**config.mk**
```make
export PLATFORM = sky130hd
export DESIGN_NAME = weighted_least_cost_link_select
export DESIGN_NICKNAME = d
export VERILOG_FILES = /design/src/design/wlcls_pkg.sv /design/src/design/weighted_least_cost_link_select.sv
export SDC_FILE = /design/constraint.sdc
export NUM_CORES = 1
export LEC_CHECK = 0
export ABC_AREA = 1
export BUFFER_PORTS_ARGS = -buffer_cell sky130_fd_sc_hd__buf_2
export CORE_UTILIZATION = 41
export DETAILED_ROUTE_END_ITERATION = 7
export GPL_TIMING_DRIVEN = 0
export PLACE_DENSITY = 0.56
export RECOVER_POWER = 25
export SKIP_CTS_REPAIR_TIMING = 1
export SKIP_LAST_GASP = 1
export SLEW_MARGIN = 40
export SYNTH_ARGS = -nofsm -noshare
export SYNTH_HDL_FRONTEND = slang
export SYNTH_SLANG_ARGS = --single-unit
export TNS_END_PERCENT = 100
```
**constraint.sdc**
```tcl
create_clock -name clk -period 20.3 [get_ports clk]
set_input_delay 4.06 -clock clk [delete_from_list [all_inputs] [get_ports clk]]
set_output_delay 4.06 -clock clk [all_outputs]
set_load 0.03 [all_outputs]
```
**src/design/wlcls_pkg.sv**
```systemverilog
// Package with the item types and constants of the weighted least-cost link selector.
`default_nettype none

package wlcls_pkg;

    typedef struct packed {
        logic [31:0] in_rate;
        logic [31:0] out_rate;
        logic [31:0] max_in_rate;
        logic [31:0] max_out_rate;
        logic [31:0] link_cost;
        logic [31:0] link_mark;
        logic        eligible;
        logic        tie_coin;
        logic        last;
    } in_item_t;

    typedef struct packed {
        logic [31:0] chosen_mark;
        logic [31:0] chosen_weight;
    } out_item_t;

    typedef enum logic [1:0] {
        CFG_SQRT_WEIGHT = 2'd0,
        CFG_LOAD_WEIGHT = 2'd1,
        CFG_COST_WEIGHT = 2'd2,
        CFG_NEWTON      = 2'd3
    } cfg_index_t;

    localparam logic [31:0] NO_WINNER_WEIGHT = 32'h8000_0000;

endpackage

`default_nettype wire

```
**src/design/weighted_least_cost_link_select.sv**
```systemverilog
// Top level of the weighted least-cost link selector with its serial arithmetic.
`default_nettype none

// Each input item describes one candidate link. The block works out the link's load (the larger
// of the two rate quotients, all ones where a maximum is zero), an approximate square root of
// load times cost, and the weight wlc*root + wl*load + wc*cost modulo 2^32. The lowest weight of
// an eligible link is kept; a weight equal to the best so far is first nudged by one according
// to tie_coin. On an item with last set the block delivers the best mark and weight (mark 0 and
// weight 2^31 when no link won) and clears its selection for the next connection.
// All arithmetic runs on one bit-serial shift-and-subtract divider and one shift-and-add
// multiplier, one bit per cycle, and the block holds one item at a time. An item passes through
// the two rate divisions and load times cost (a zero maximum cuts its division short), the
// search for the leading one, each Newton step (a square and a division) and the three weight
// products, with a state each to start the products, to settle the selection and to take the
// next item; the reset setting is three Newton steps, and up to seven can be set. A result
// waits in an output register, so the next item is taken while it is still stalled.
module weighted_least_cost_link_select
    import wlcls_pkg::*;
(
    input  wire logic       clk,
    input  wire logic       rst_n,
    input  wire logic       in_valid,
    output logic            in_stall,
    input  wire in_item_t   in_item,
    output logic            out_valid,
    input  wire logic       out_stall,
    output out_item_t       out_item,
    input  wire logic       cfg_valid,
    output logic            cfg_ready,
    input  wire cfg_index_t cfg_index,
    input  wire logic [9:0] cfg_data
);

    typedef enum logic [3:0] {
        S_IDLE,
        S_DIV_IN,
        S_DIV_OUT,
        S_MUL_LC,
        S_SCAN,
        S_NEWTON,
        S_SQ,
        S_DIVN,
        S_WMUL,
        S_FIN
    } state_t;

    typedef enum logic [1:0] {
        WP_SQRT,
        WP_LOAD,
        WP_COST
    } wphase_t;

    state_t      state_reg;
    wphase_t     phase_reg;
    in_item_t    item_reg;
    logic [9:0]  sqrt_w_reg;
    logic [9:0]  load_w_reg;
    logic [9:0]  cost_w_reg;
    logic [2:0]  newton_reg;
    logic [2:0]  step_reg;
    logic [31:0] best_w_reg;
    logic [31:0] best_m_reg;
    out_item_t   out_reg;
    logic        out_valid_reg;

    logic [31:0] lin_reg;
    logic [31:0] load_reg;
    logic [31:0] x_reg;
    logic [31:0] t_reg;
    logic [5:0]  p_reg;
    logic [19:0] a_reg;
    logic        neg_reg;
    logic [5:0]  cnt_reg;

    // Serial divider: the dividend shifts out of quo_reg while quotient bits shift in.
    logic [31:0] rem_reg;
    logic [39:0] quo_reg;
    logic [31:0] den_reg;
    // Serial multiplier: the multiplicand shifts left, the multiplier shifts right.
    logic [39:0] acc_reg;
    logic [39:0] mc_reg;
    logic [31:0] mp_reg;

    logic [32:0] div_trial;
    logic        div_ge;
    logic [32:0] div_rem;
    logic [31:0] lout;
    logic [31:0] load_sel;
    logic [40:0] sq_diff;
    logic [39:0] sq_mag;
    logic [39:0] a_sum;
    logic [19:0] a_use;
    logic [4:0]  half_p;
    logic [31:0] w_raw;
    logic [31:0] w_adj;
    logic        w_win;
    logic        out_free;

    always_comb
    begin
        div_trial = {rem_reg, quo_reg[39]};
        div_ge    = div_trial >= {1'b0, den_reg};
        div_rem   = div_ge ? (div_trial - {1'b0, den_reg}) : div_trial;

        lout     = (den_reg == 32'd0) ? 32'hFFFF_FFFF : quo_reg[31:0];
        load_sel = (lout >= lin_reg) ? lout : lin_reg;

        // Signed a*a - x; its magnitude is divided and the sign applied afterwards, which
        // gives a quotient truncated toward zero.
        sq_diff = {1'b0, acc_reg} - {9'd0, x_reg};
        sq_mag  = sq_diff[40] ? 40'(-sq_diff) : sq_diff[39:0];
        a_sum   = neg_reg ? ({20'd0, a_reg} + quo_reg) : ({20'd0, a_reg} - quo_reg);
        a_use   = (a_reg == 20'd0) ? 20'd1 : a_reg;
        half_p  = (t_reg == 32'd0) ? 5'd0 : p_reg[5:1];

        w_raw = acc_reg[31:0];
        if (w_raw == best_w_reg)
        begin
            w_adj = item_reg.tie_coin ? (w_raw + 32'd1) : (w_raw - 32'd1);
        end
        else
        begin
            w_adj = w_raw;
        end
        w_win    = item_reg.eligible && (w_adj < best_w_reg);
        out_free = !out_valid_reg || !out_stall;
    end

    always_ff @(posedge clk or negedge rst_n)
    begin
        if (!rst_n)
        begin
            state_reg     <= S_IDLE;
            phase_reg     <= WP_SQRT;
            sqrt_w_reg    <= 10'd10;
            load_w_reg    <= 10'd1;
            cost_w_reg    <= 10'd5;
            newton_reg    <= 3'd3;
            step_reg      <= 3'd0;
            best_w_reg    <= NO_WINNER_WEIGHT;
            best_m_reg    <= 32'd0;
            out_valid_reg <= 1'b0;
            cnt_reg       <= 6'd0;
        end
        else
        begin
            // A result leaves unless a new one replaces it in the same cycle.
            if (out_valid_reg && !out_stall && !(state_reg == S_FIN && item_reg.last))
            begin
                out_valid_reg <= 1'b0;
            end

            if (cfg_valid)
            begin
                unique case (cfg_index)
                    CFG_SQRT_WEIGHT: sqrt_w_reg <= cfg_data;
                    CFG_LOAD_WEIGHT: load_w_reg <= cfg_data;
                    CFG_COST_WEIGHT: cost_w_reg <= cfg_data;
                    CFG_NEWTON:      newton_reg <= cfg_data[2:0];
                    default:         ;
                endcase
            end

            unique case (state_reg)
                S_IDLE:
                begin
                    if (in_valid)
                    begin
                        item_reg  <= in_item;
                        quo_reg   <= {8'd0, in_item.in_rate};
                        den_reg   <= in_item.max_in_rate;
                        rem_reg   <= 32'd0;
                        cnt_reg   <= 6'd40;
                        state_reg <= S_DIV_IN;
                    end
                end

                S_DIV_IN, S_DIV_OUT, S_DIVN:
                begin
                    if (cnt_reg != 6'd0 && den_reg != 32'd0)
                    begin
                        rem_reg <= div_rem[31:0];
                        quo_reg <= {quo_reg[38:0], div_ge};
                        cnt_reg <= cnt_reg - 6'd1;
                    end
                    else if (state_reg == S_DIV_IN)
                    begin
                        lin_reg   <= lout;
                        quo_reg   <= {8'd0, item_reg.out_rate};
                        den_reg   <= item_reg.max_out_rate;
                        rem_reg   <= 32'd0;
                        cnt_reg   <= 6'd40;
                        state_reg <= S_DIV_OUT;
                    end
                    else if (state_reg == S_DIV_OUT)
                    begin
                        load_reg  <= load_sel;
                        mc_reg    <= {8'd0, load_sel};
                        mp_reg    <= item_reg.link_cost;
                        acc_reg   <= 40'd0;
                        cnt_reg   <= 6'd32;
                        state_reg <= S_MUL_LC;
                    end
                    else
                    begin
                        a_reg     <= a_sum[19:0];
                        step_reg  <= step_reg - 3'd1;
                        state_reg <= S_NEWTON;
                    end
                end

                S_MUL_LC, S_SQ, S_WMUL:
                begin
                    if (cnt_reg != 6'd0)
                    begin
                        if (mp_reg[0])
                        begin
                            acc_reg <= acc_reg + mc_reg;
                        end
                        mc_reg  <= {mc_reg[38:0], 1'b0};
                        mp_reg  <= {1'b0, mp_reg[31:1]};
                        cnt_reg <= cnt_reg - 6'd1;
                    end
                    else if (state_reg == S_MUL_LC)
                    begin
                        x_reg     <= acc_reg[31:0];
                        t_reg     <= acc_reg[31:0];
                        p_reg     <= 6'd32;
                        state_reg <= S_SCAN;
                    end
                    else if (state_reg == S_SQ)
                    begin
                        neg_reg   <= sq_diff[40];
                        quo_reg   <= sq_mag;
                        den_reg   <= {11'd0, a_reg, 1'b0};
                        rem_reg   <= 32'd0;
                        cnt_reg   <= 6'd40;
                        state_reg <= S_DIVN;
                    end
                    else
                    begin
                        unique case (phase_reg)
                            WP_SQRT:
                            begin
                                mc_reg    <= {8'd0, load_reg};
                                mp_reg    <= {22'd0, load_w_reg};
                                cnt_reg   <= 6'd10;
                                phase_reg <= WP_LOAD;
                            end
                            WP_LOAD:
                            begin
                                mc_reg    <= {8'd0, item_reg.link_cost};
                                mp_reg    <= {22'd0, cost_w_reg};
                                cnt_reg   <= 6'd10;
                                phase_reg <= WP_COST;
                            end
                            default:
                            begin
                                state_reg <= S_FIN;
                            end
                        endcase
                    end
                end

                S_SCAN:
                begin
                    // Walk to the leading one of x; p ends as its 1-based position.
                    if (t_reg == 32'd0 || t_reg[31])
                    begin
                        a_reg     <= 20'd1 << half_p;
                        step_reg  <= newton_reg;
                        state_reg <= S_NEWTON;
                    end
                    else
                    begin
                        t_reg <= {t_reg[30:0], 1'b0};
                        p_reg <= p_reg - 6'd1;
                    end
                end

                S_NEWTON:
                begin
                    if (step_reg == 3'd0)
                    begin
                        acc_reg   <= 40'd0;
                        mc_reg    <= {20'd0, a_reg};
                        mp_reg    <= {22'd0, sqrt_w_reg};
                        cnt_reg   <= 6'd10;
                        phase_reg <= WP_SQRT;
                        state_reg <= S_WMUL;
                    end
                    else
                    begin
                        a_reg     <= a_use;
                        mc_reg    <= {20'd0, a_use};
                        mp_reg    <= {12'd0, a_use};
                        acc_reg   <= 40'd0;
                        cnt_reg   <= 6'd20;
                        state_reg <= S_SQ;
                    end
                end

                S_FIN:
                begin
                    if (!item_reg.last)
                    begin
                        if (w_win)
                        begin
                            best_w_reg <= w_adj;
                            best_m_reg <= item_reg.link_mark;
                        end
                        state_reg <= S_IDLE;
                    end
                    else if (out_free)
                    begin
                        out_reg.chosen_mark   <= w_win ? item_reg.link_mark : best_m_reg;
                        out_reg.chosen_weight <= w_win ? w_adj : best_w_reg;
                        out_valid_reg         <= 1'b1;
                        best_w_reg            <= NO_WINNER_WEIGHT;
                        best_m_reg            <= 32'd0;
                        state_reg             <= S_IDLE;
                    end
                end

                default:
                begin
                    state_reg <= S_IDLE;
                end
            endcase
        end
    end

    assign in_stall  = (state_reg != S_IDLE);
    assign out_valid = out_valid_reg;
    assign out_item  = out_reg;
    assign cfg_ready = 1'b1;

endmodule

`default_nettype wire

```
==> metrics.yaml, run 1 <==
run_status: "complete, but fails checks"
violations: "capacitance limit, slew limit"
sequential_group_share_of_total_power: 0.305
antenna_found_initial: 0
critical_path_type: "in -> reg"
clock_tree.buffer_depth: 3
drt_wl_total_microns: 131400
number_of_placed_i_o_pins: 279
finish.net_count: 5547
finalClockSkew_ns: 0.02711
cts-root-buf: "clkbuf_16"
maximum_net_fanout_on_the_critical_path: 60
total_switching_power_w: 0.003819
grt_first_pass_wirelength_microns: 197600
stage_delay_of_the_slowest_cell_on_the_critical_path_ns: 2.38
cp_data_required_time_ns: 20.65
worst_setup_path_start_kind: "input port"
finalSetupViolCount: 0
number_of_global_route_vias_before_repair: 33070
syn_inst: 4696
worst_ep_arrival_time_ns: 9.75
finalNonFillerCells: 6460
htreeDepth: 3
clock.fmax_mhz: 106.4
initial_utilization: 0.4141
tightest_slew_ns: 3.467
area.growth.synth_to_final_pct: 15.15
skew_pair_late_insertion_delay_ns: 0.67
min-delay-path-class: "reg -> reg"
fp.dieW_microns: 317.5
drtPass1Iterations: 6
route.detailed.wl_per_inst_microns: 20.34
number_of_flip_flops_under_the_largest_register_name: 131
hold_ws_ns: 0.4816
final_gp_congestion: 0.9716
sw_frac_of_total: 0.4644
combPwrFrac: 0.518
timing.critical_path.buf_inv: 10
clkSlewWorstSetupHoldPaths_ns: 0.06
drv_cap: 1
synth_ff_type: "edfxtp_1"
drt_first_iter_violations: 2792
crit_path_cell_chain: "clkbuf_1 -> buf_16 -> clkinv_1 -> nor3_1 -> nand3_1 -> nor3_2 -> buf_4 -> buf_2 -> buf_2 -> buf_4 -> buf_6 -> buf_2 -> buf_4"
grt_max_degree: 61
dpl.hpwl_microns: 104600
gr-usage-all-layers: 0.2569
clock_sink_count: 679
rows: 115
synth.yosys.warnings: 0
ir_drop_v: 0.00008698
final_hold_viol_count: 0
p_per_area_nw_per_um2: 175.0
placedInstanceArea_sq_um: 44470
drt.antenna.violating_nets: 0
routed-via-count: 34580
synth_cell_types: 68
leakage_power_nw: 20.39
cp_top_family: "buffers and inverters"
die_outline_height_microns: 317.5
post-route-drc-count: 0
syn_area_sq_um: 40810
rsz0062_at_grt: "no"
synth_area_per_cell_sq_um: 8.691
timing.final.max_slew_violations: 56
stdcell_area_sq_um: 47000
max-slew-margin-rel: -1.311
postSynth.asyncResetShare: 0.1664
via_per_inst: 5.353
timing.final.crit_period_ns: 9.396
numCtsBuffers: 78
power.internal_w: 0.004404
critical_path.endpoint_type: "flip-flop"
clockPowerShare: 0.177
tns_ns: 0
place.detailed.instances: 6316
crit_slowest_cell: "clkbuf_1"
timing.final.crit_share: 0.4629
synth-edff-count: 566
global_route_total_overflow: 0
design.die.area_sq_um: 100800
synth-seq-area-share: 0.4860
port_buffer_count: 277
post_route_cells_drive_above_1_share: 0.1181
synthesis.nets: 5134
cts_tree: "built"
synth-seq-cells: 679
core_sq_um: 98560
[per-stage QoR]
| stage | utilization | worst slack (ns) | total power [W] |
|---|---|---|---|
| floorplan | - | 10.16 | 0.005334 |
| global placement | 0.4445 | 3.194 | 0.006698 |
| detailed placement | 0.4511 | 12.30 | 0.006742 |
| CTS | 0.4777 | 12.98 | 0.008233 |
| global route | 0.4768 | 10.32 | 0.008829 |
| finish | 0.4768 | 10.90 | 0.008222 |
[layer usage]
| layer | track usage | part of all wire | vias up |
|---|---|---|---|
| met1 | 0.3399 | 0.44 | 16380 |
| li1 | - | - | 16930 |
| met3 | 0.03840 | 0.058 | 224 |
| met4 | 0.1005 | 0.043 | 0 |
| met2 | 0.4235 | 0.46 | 1047 |
| met5 | 0 | 0 | - |
[area by class of cell]
type,instances,area [sq um]
Timing Repair Buffer,333,1948
Clock buffer,105,2218
Fill cell,9616,51570
Tap cell,1287,1610
Multi-Input combinational cell,3225,17910
Clock inverter,38,394.1
Antenna cell,1,2.502
Sequential cell,679,19830
Inverter,654,2460
Buffer,138,616.8
[cells in the mapped netlist, types with 14 or more instances]
cell type  instances  area (sq um)
nand2_1         1026          3851
inv_1            626          2350
edfxtp_1         566         17000
o21ai_0          417          2087
a21oi_1          329          1647
nor2_1           320          1201
nand3_1          244          1221
ha_1             221          2765
dfrtp_1          105          2628
clkbuf_1          91         341.6
and2_1            64         400.4
xor2_1            56         490.5
xnor2_1           49         429.2
o211ai_1          47         352.8
nor3_1            36         180.2
nand4_1           33         206.5
a221oi_1          32         280.3
a31oi_1           32         200.2
nor4_1            31         193.9
or2_2             27         168.9
a22oi_1           24         180.2
inv_2             23         86.33
buf_2             22         110.1
nand3_2           20         200.2
o221ai_1          20         175.2
a21o_1            18         135.1
o2111ai_1         18         157.7
o21ai_1           18         90.09
nand2_2           16         100.1
a211oi_1          14         105.1
o21a_1            14         105.1
[placed cells by master (no fill, tap or decap), types with 22 or more instances in the layout]
master,Yosys,routed
or2_2,27,27
a31oi_1,32,32
clkbuf_16,0,82
nand4_1,33,34
ha_1,221,221
buf_4,5,22
nor4_1,31,29
a221oi_1,32,32
clkbuf_1,91,119
nor2_1,320,316
o211ai_1,47,47
a22oi_1,24,24
nand3_1,244,244
nor3_1,36,33
inv_1,626,625
xnor2_1,49,49
a21oi_1,329,329
and2_1,64,64
buf_2,22,313
dfrtp_1,105,105
xor2_1,56,56
o21ai_0,417,418
nand2_1,1026,1030
inv_2,23,23
edfxtp_1,566,566
[path summary, 6_finish.rpt]
check	startpoint	end	slack, ns	depth (start not counted)
worst max-delay path	rst_n	mc_reg[36]	10.90	13
worst min-delay path	sqrt_w_reg[7]	sqrt_w_reg[7]	0.48	2
worst max register to register	item_reg[1]	out_item[29]	14.45	25
worst min register to register	sqrt_w_reg[7]	sqrt_w_reg[7]	0.48	2
max in group asynchronous	rst_n	best_m_reg[5]	13.73	1
min in group asynchronous	rst_n	best_w_reg[29]	4.56	1
[power groups by stage]
| stage | clock network (W) | registers [W] | logic, W |
|---|---|---|---|
| after floorplan | 0 | 0.00239 | 0.00294 |
| after global placement | 0 | 0.00257 | 0.00412 |
| after detailed placement | 0 | 0.00252 | 0.00422 |
| after CTS | 0.00149 | 0.00250 | 0.00425 |
| after global routing | 0.00154 | 0.00254 | 0.00475 |
| final | 0.00146 | 0.00251 | 0.00426 |
[worst register-to-register path, delay by kind of cell (launching register included)]
kind            cells  cell delay [ns]
compound gates      8             1.74
buf+inv             4             1.49
simple gates       11             1.25
fa+ha+maj           2             0.69
flops               1             0.44
[logic make-up (layout without fill, tap and decap cells)]
group                      Yosys count  in the layout  share of synthesized area
AOI/OAI and AO/OA                 1039           1039                     0.1474
DFF                                679            679                     0.4860
other                                1              2                 0.00009189
buffers and inverters              792           1268                    0.07582
xor gates and xnor gates           112            112                    0.02532
and+or+nand+nor                   1847           1847                     0.1951
adders and majority gates          226            226                    0.07021
Note: power is estimated with default switching activity, not from simulation.
==> run 2, diff against run 1 <==
ABC_AREA = 0   (was 1)
PLACE_DENSITY = 0.58   (was 0.56)
clock period = 7.6 ns   (was 20.3 ns; I/O delays follow)
==> run 2 against run 1 <==
Net effect: the run ends with DRC, capacitance limit, slew limit left; setup slack lost 10 ns; wire length shrank 8.6%; clock skew shrank 0.0016 ns; die area shrank 3.7%; non-clock buffer count shrank 6; largest power group unchanged; largest cell class unchanged; core utilization grew 0.33 points; cell area shrank 2.9%; clock-buffer cell count shrank 14; combinational power grew to 2.5 times the previous value; critical endpoint is now best_w_reg[1]; critical path depth grew 12; clock power grew to 2.7 times the previous value.
==> metrics.yaml, run 2 <==
run_status: "complete, but fails checks"
violations: "DRC, capacitance limit, slew limit"
number_of_flip_flops_under_the_largest_register_name: 131
route.detailed.wl_per_inst_microns: 21.85
timing.critical_path.buf_inv: 3
gr-usage-all-layers: 0.2428
rows: 113
synthMostInstantiatedCell: "edfxtp_1"
critical_path_type: "reg -> reg"
skew_pair_late_insertion_delay_ns: 0.67
routed-via-count: 30930
worst_ep_arrival_time_ns: 7.66
min-delay-path-class: "reg -> reg"
critical_path.endpoint_type: "flip-flop"
synthesis.nets: 4207
cts-root-buf: "clkbuf_16"
antenna_found_initial: 8
layout.cells.most_common: "edfxtp_1"
worstSetupPathDepth: 25
placedInstanceArea_sq_um: 42880
final_gp_congestion: 0.9258
p_per_area_nw_per_um2: 467.1
combPwrFrac: 0.502
synth_top_cells_by_count: "566 x edfxtp_1, 429 x nand2_1, 308 x nor2_1"
synth_ff_type: "edfxtp_1"
ir_drop_v: 0.0002298
grt_max_degree: 70
sequential_group_share_of_total_power: 0.312
synth-seq-cells: 679
die_outline_height_microns: 311.5
timing.final.crit_period_ns: 7.102
netlist.top_cell.by_area: "edfxtp_1"
timing.final.max_slew_violations: 46
stage_delay_of_the_slowest_cell_on_the_critical_path_ns: 0.52
rsz0062_at_grt: "no"
numCtsBuffers: 79
max-slew-margin-rel: -0.8900
num-fill-cells: 8890
dpl.hpwl_microns: 92500
post-route-drc-count: 4
crit_slowest_cell: "fa_1"
yosysTopAreaCellShare: 0.4327
cp_data_required_time_ns: 8.16
fin_util: 0.4801
clockPowerShare: 0.186
finish.net_count: 4599
clock_sink_count: 679
design.die.area_sq_um: 97050
cell_types_occupying_the_most_area_after_synthesis: "edfxtp_1 43%, ha_1 7.0%, dfrtp_1 6.7%"
clkSlewWorstSetupHoldPaths_ns: 0.06
postSynth.asyncResetShare: 0.1664
stdcell_area_sq_um: 45610
synth-edff-count: 566
post_route_cells_drive_above_1_share: 0.1432
r2r_setup_slack_ns: 0.50
number_of_global_route_vias_before_repair: 29470
synth_cell_types: 99
cp_top_family: "compound AO/OA/AOI/OAI gates"
number_of_placed_i_o_pins: 279
global_route_total_overflow: 0
total_switching_power_w: 0.009371
drt_first_iter_violations: 3180
drt_wl_total_microns: 120000
synth-seq-area-share: 0.5049
port_buffer_count: 277
via_per_inst: 5.632
htreeDepth: 3
finalClockSkew_ns: 0.02550
power.internal_w: 0.01194
drtPass1Iterations: 8
clock.fmax_mhz: 140.8
critPathCapture: "best_w_reg[1]"
initial_utilization: 0.4134
fp.dieW_microns: 311.5
timing.reg2reg.worst_path_depth: 25
tightest_slew_ns: 2.835
grt_first_pass_wirelength_microns: 179500
syn_inst: 3769
leakage_power_nw: 18.71
synth.yosys.warnings: 0
syn_area_sq_um: 39280
critical_path.startpoint: "acc_reg[0]"
cts_tree: "built"
sw_frac_of_total: 0.4398
r2r-start: "acc_reg[0]"
final_cell_mix: "566 x edfxtp_1, 429 x nand2_1, 301 x nor2_1"
drt.antenna.violating_nets: 0
hold_ws_ns: 0.4963
area.growth.synth_to_final_pct: 16.12
worst_setup_path_start_kind: "flip-flop"
maximum_net_fanout_on_the_critical_path: 10
finalSetupViolCount: 0
synth_area_per_cell_sq_um: 10.42
drv_cap: 1
crit-reg2reg-capture: "best_w_reg[1]"
core_sq_um: 95010
timing.final.crit_share: 0.9345
final_hold_viol_count: 0
clock_tree.buffer_depth: 3
-- run 2: layout make-up --
type                    instances  area [sq um]  area share
flip-flops and latches        679         19830      0.4348
multi-input cells            2702         18050      0.3957
clock buffers                  91          2105     0.04614
well taps                    1265          1583     0.03470
clock inverters                54         595.6     0.01306
diodes                          3         7.507   0.0001646
plain buffers                 154         630.6     0.01383
inverters                     234         883.3     0.01937
repair buffers                311          1927     0.04224
-- run 2: worst min-delay path by stage --
stage / start / endpoint / depth (start not counted)
after floorplan: best_m_reg[0] / best_m_reg[0] / 1
after global placement: best_m_reg[8] / best_m_reg[8] / 1
after detailed placement: best_m_reg[24] / best_m_reg[24] / 1
after CTS: best_m_reg[13] / best_m_reg[13] / 1
after global routing: best_m_reg[29] / best_m_reg[29] / 1
final: best_m_reg[13] / best_m_reg[13] / 1
-- run 2: metal layers --
metal,global-route usage,part of all wire,vias to the layer above
met5,0,0.000067,-
met1,0.3507,0.46,14950
met3,0.04539,0.080,176
met4,0.08587,0.032,2
met2,0.3626,0.43,1160
li1,-,-,14650
-- run 2: power by group through the flow --
stage	Sequential, W	Combinational [W]	Clock, W
4_1_cts	0.00664	0.0105	0.00404
3_5_place_dp	0.00670	0.0105	0
2_1_floorplan	0.00609	0.00762	0
3_3_place_gp	0.00677	0.0102	0
6_report	0.00665	0.0107	0.00397
5_1_grt	0.00671	0.0118	0.00416
-- run 2: cell families (layout without fill, tap and decap cells) --
group	Yosys count	count (layout)	share of synthesized area
flops	679	679	0.5049
simple gates	1115	1115	0.1295
mux	152	152	0.04147
other cells	1	4	0.00009547
buf+inv	388	844	0.03816
xor+xnor	203	203	0.04526
compound gates	1005	1005	0.1676
fa+ha+maj	226	226	0.07294
-- run 2: worst reg2reg max path: cells and delay by family, from the launching register on --
family / cells / cell delay [ns]
and+or+nand+nor: 7 / 1.43
muxes: 2 / 0.72
xor gates and xnor gates: 1 / 0.11
AOI/OAI and AO/OA: 10 / 2.48
buffers and inverters: 3 / 0.98
adders and majority gates: 2 / 0.79
DFF: 1 / 0.49
-- run 2: per-stage QoR --
stage | total power (W) | setup TNS, ns | std cells | setup slack, ns
after floorplan | 0.01371 | 0 | 3769 | 1.630
after global placement | 0.01694 | -497.48 | 5311 | -2.492
after detailed placement | 0.01716 | -0.1906 | 5338 | -0.04676
after CTS | 0.02121 | -0.7273 | 5483 | -0.08885
after global routing | 0.02270 | 0 | 5491 | 0.02810
final | 0.02131 | 0 | 5493 | 0.4980
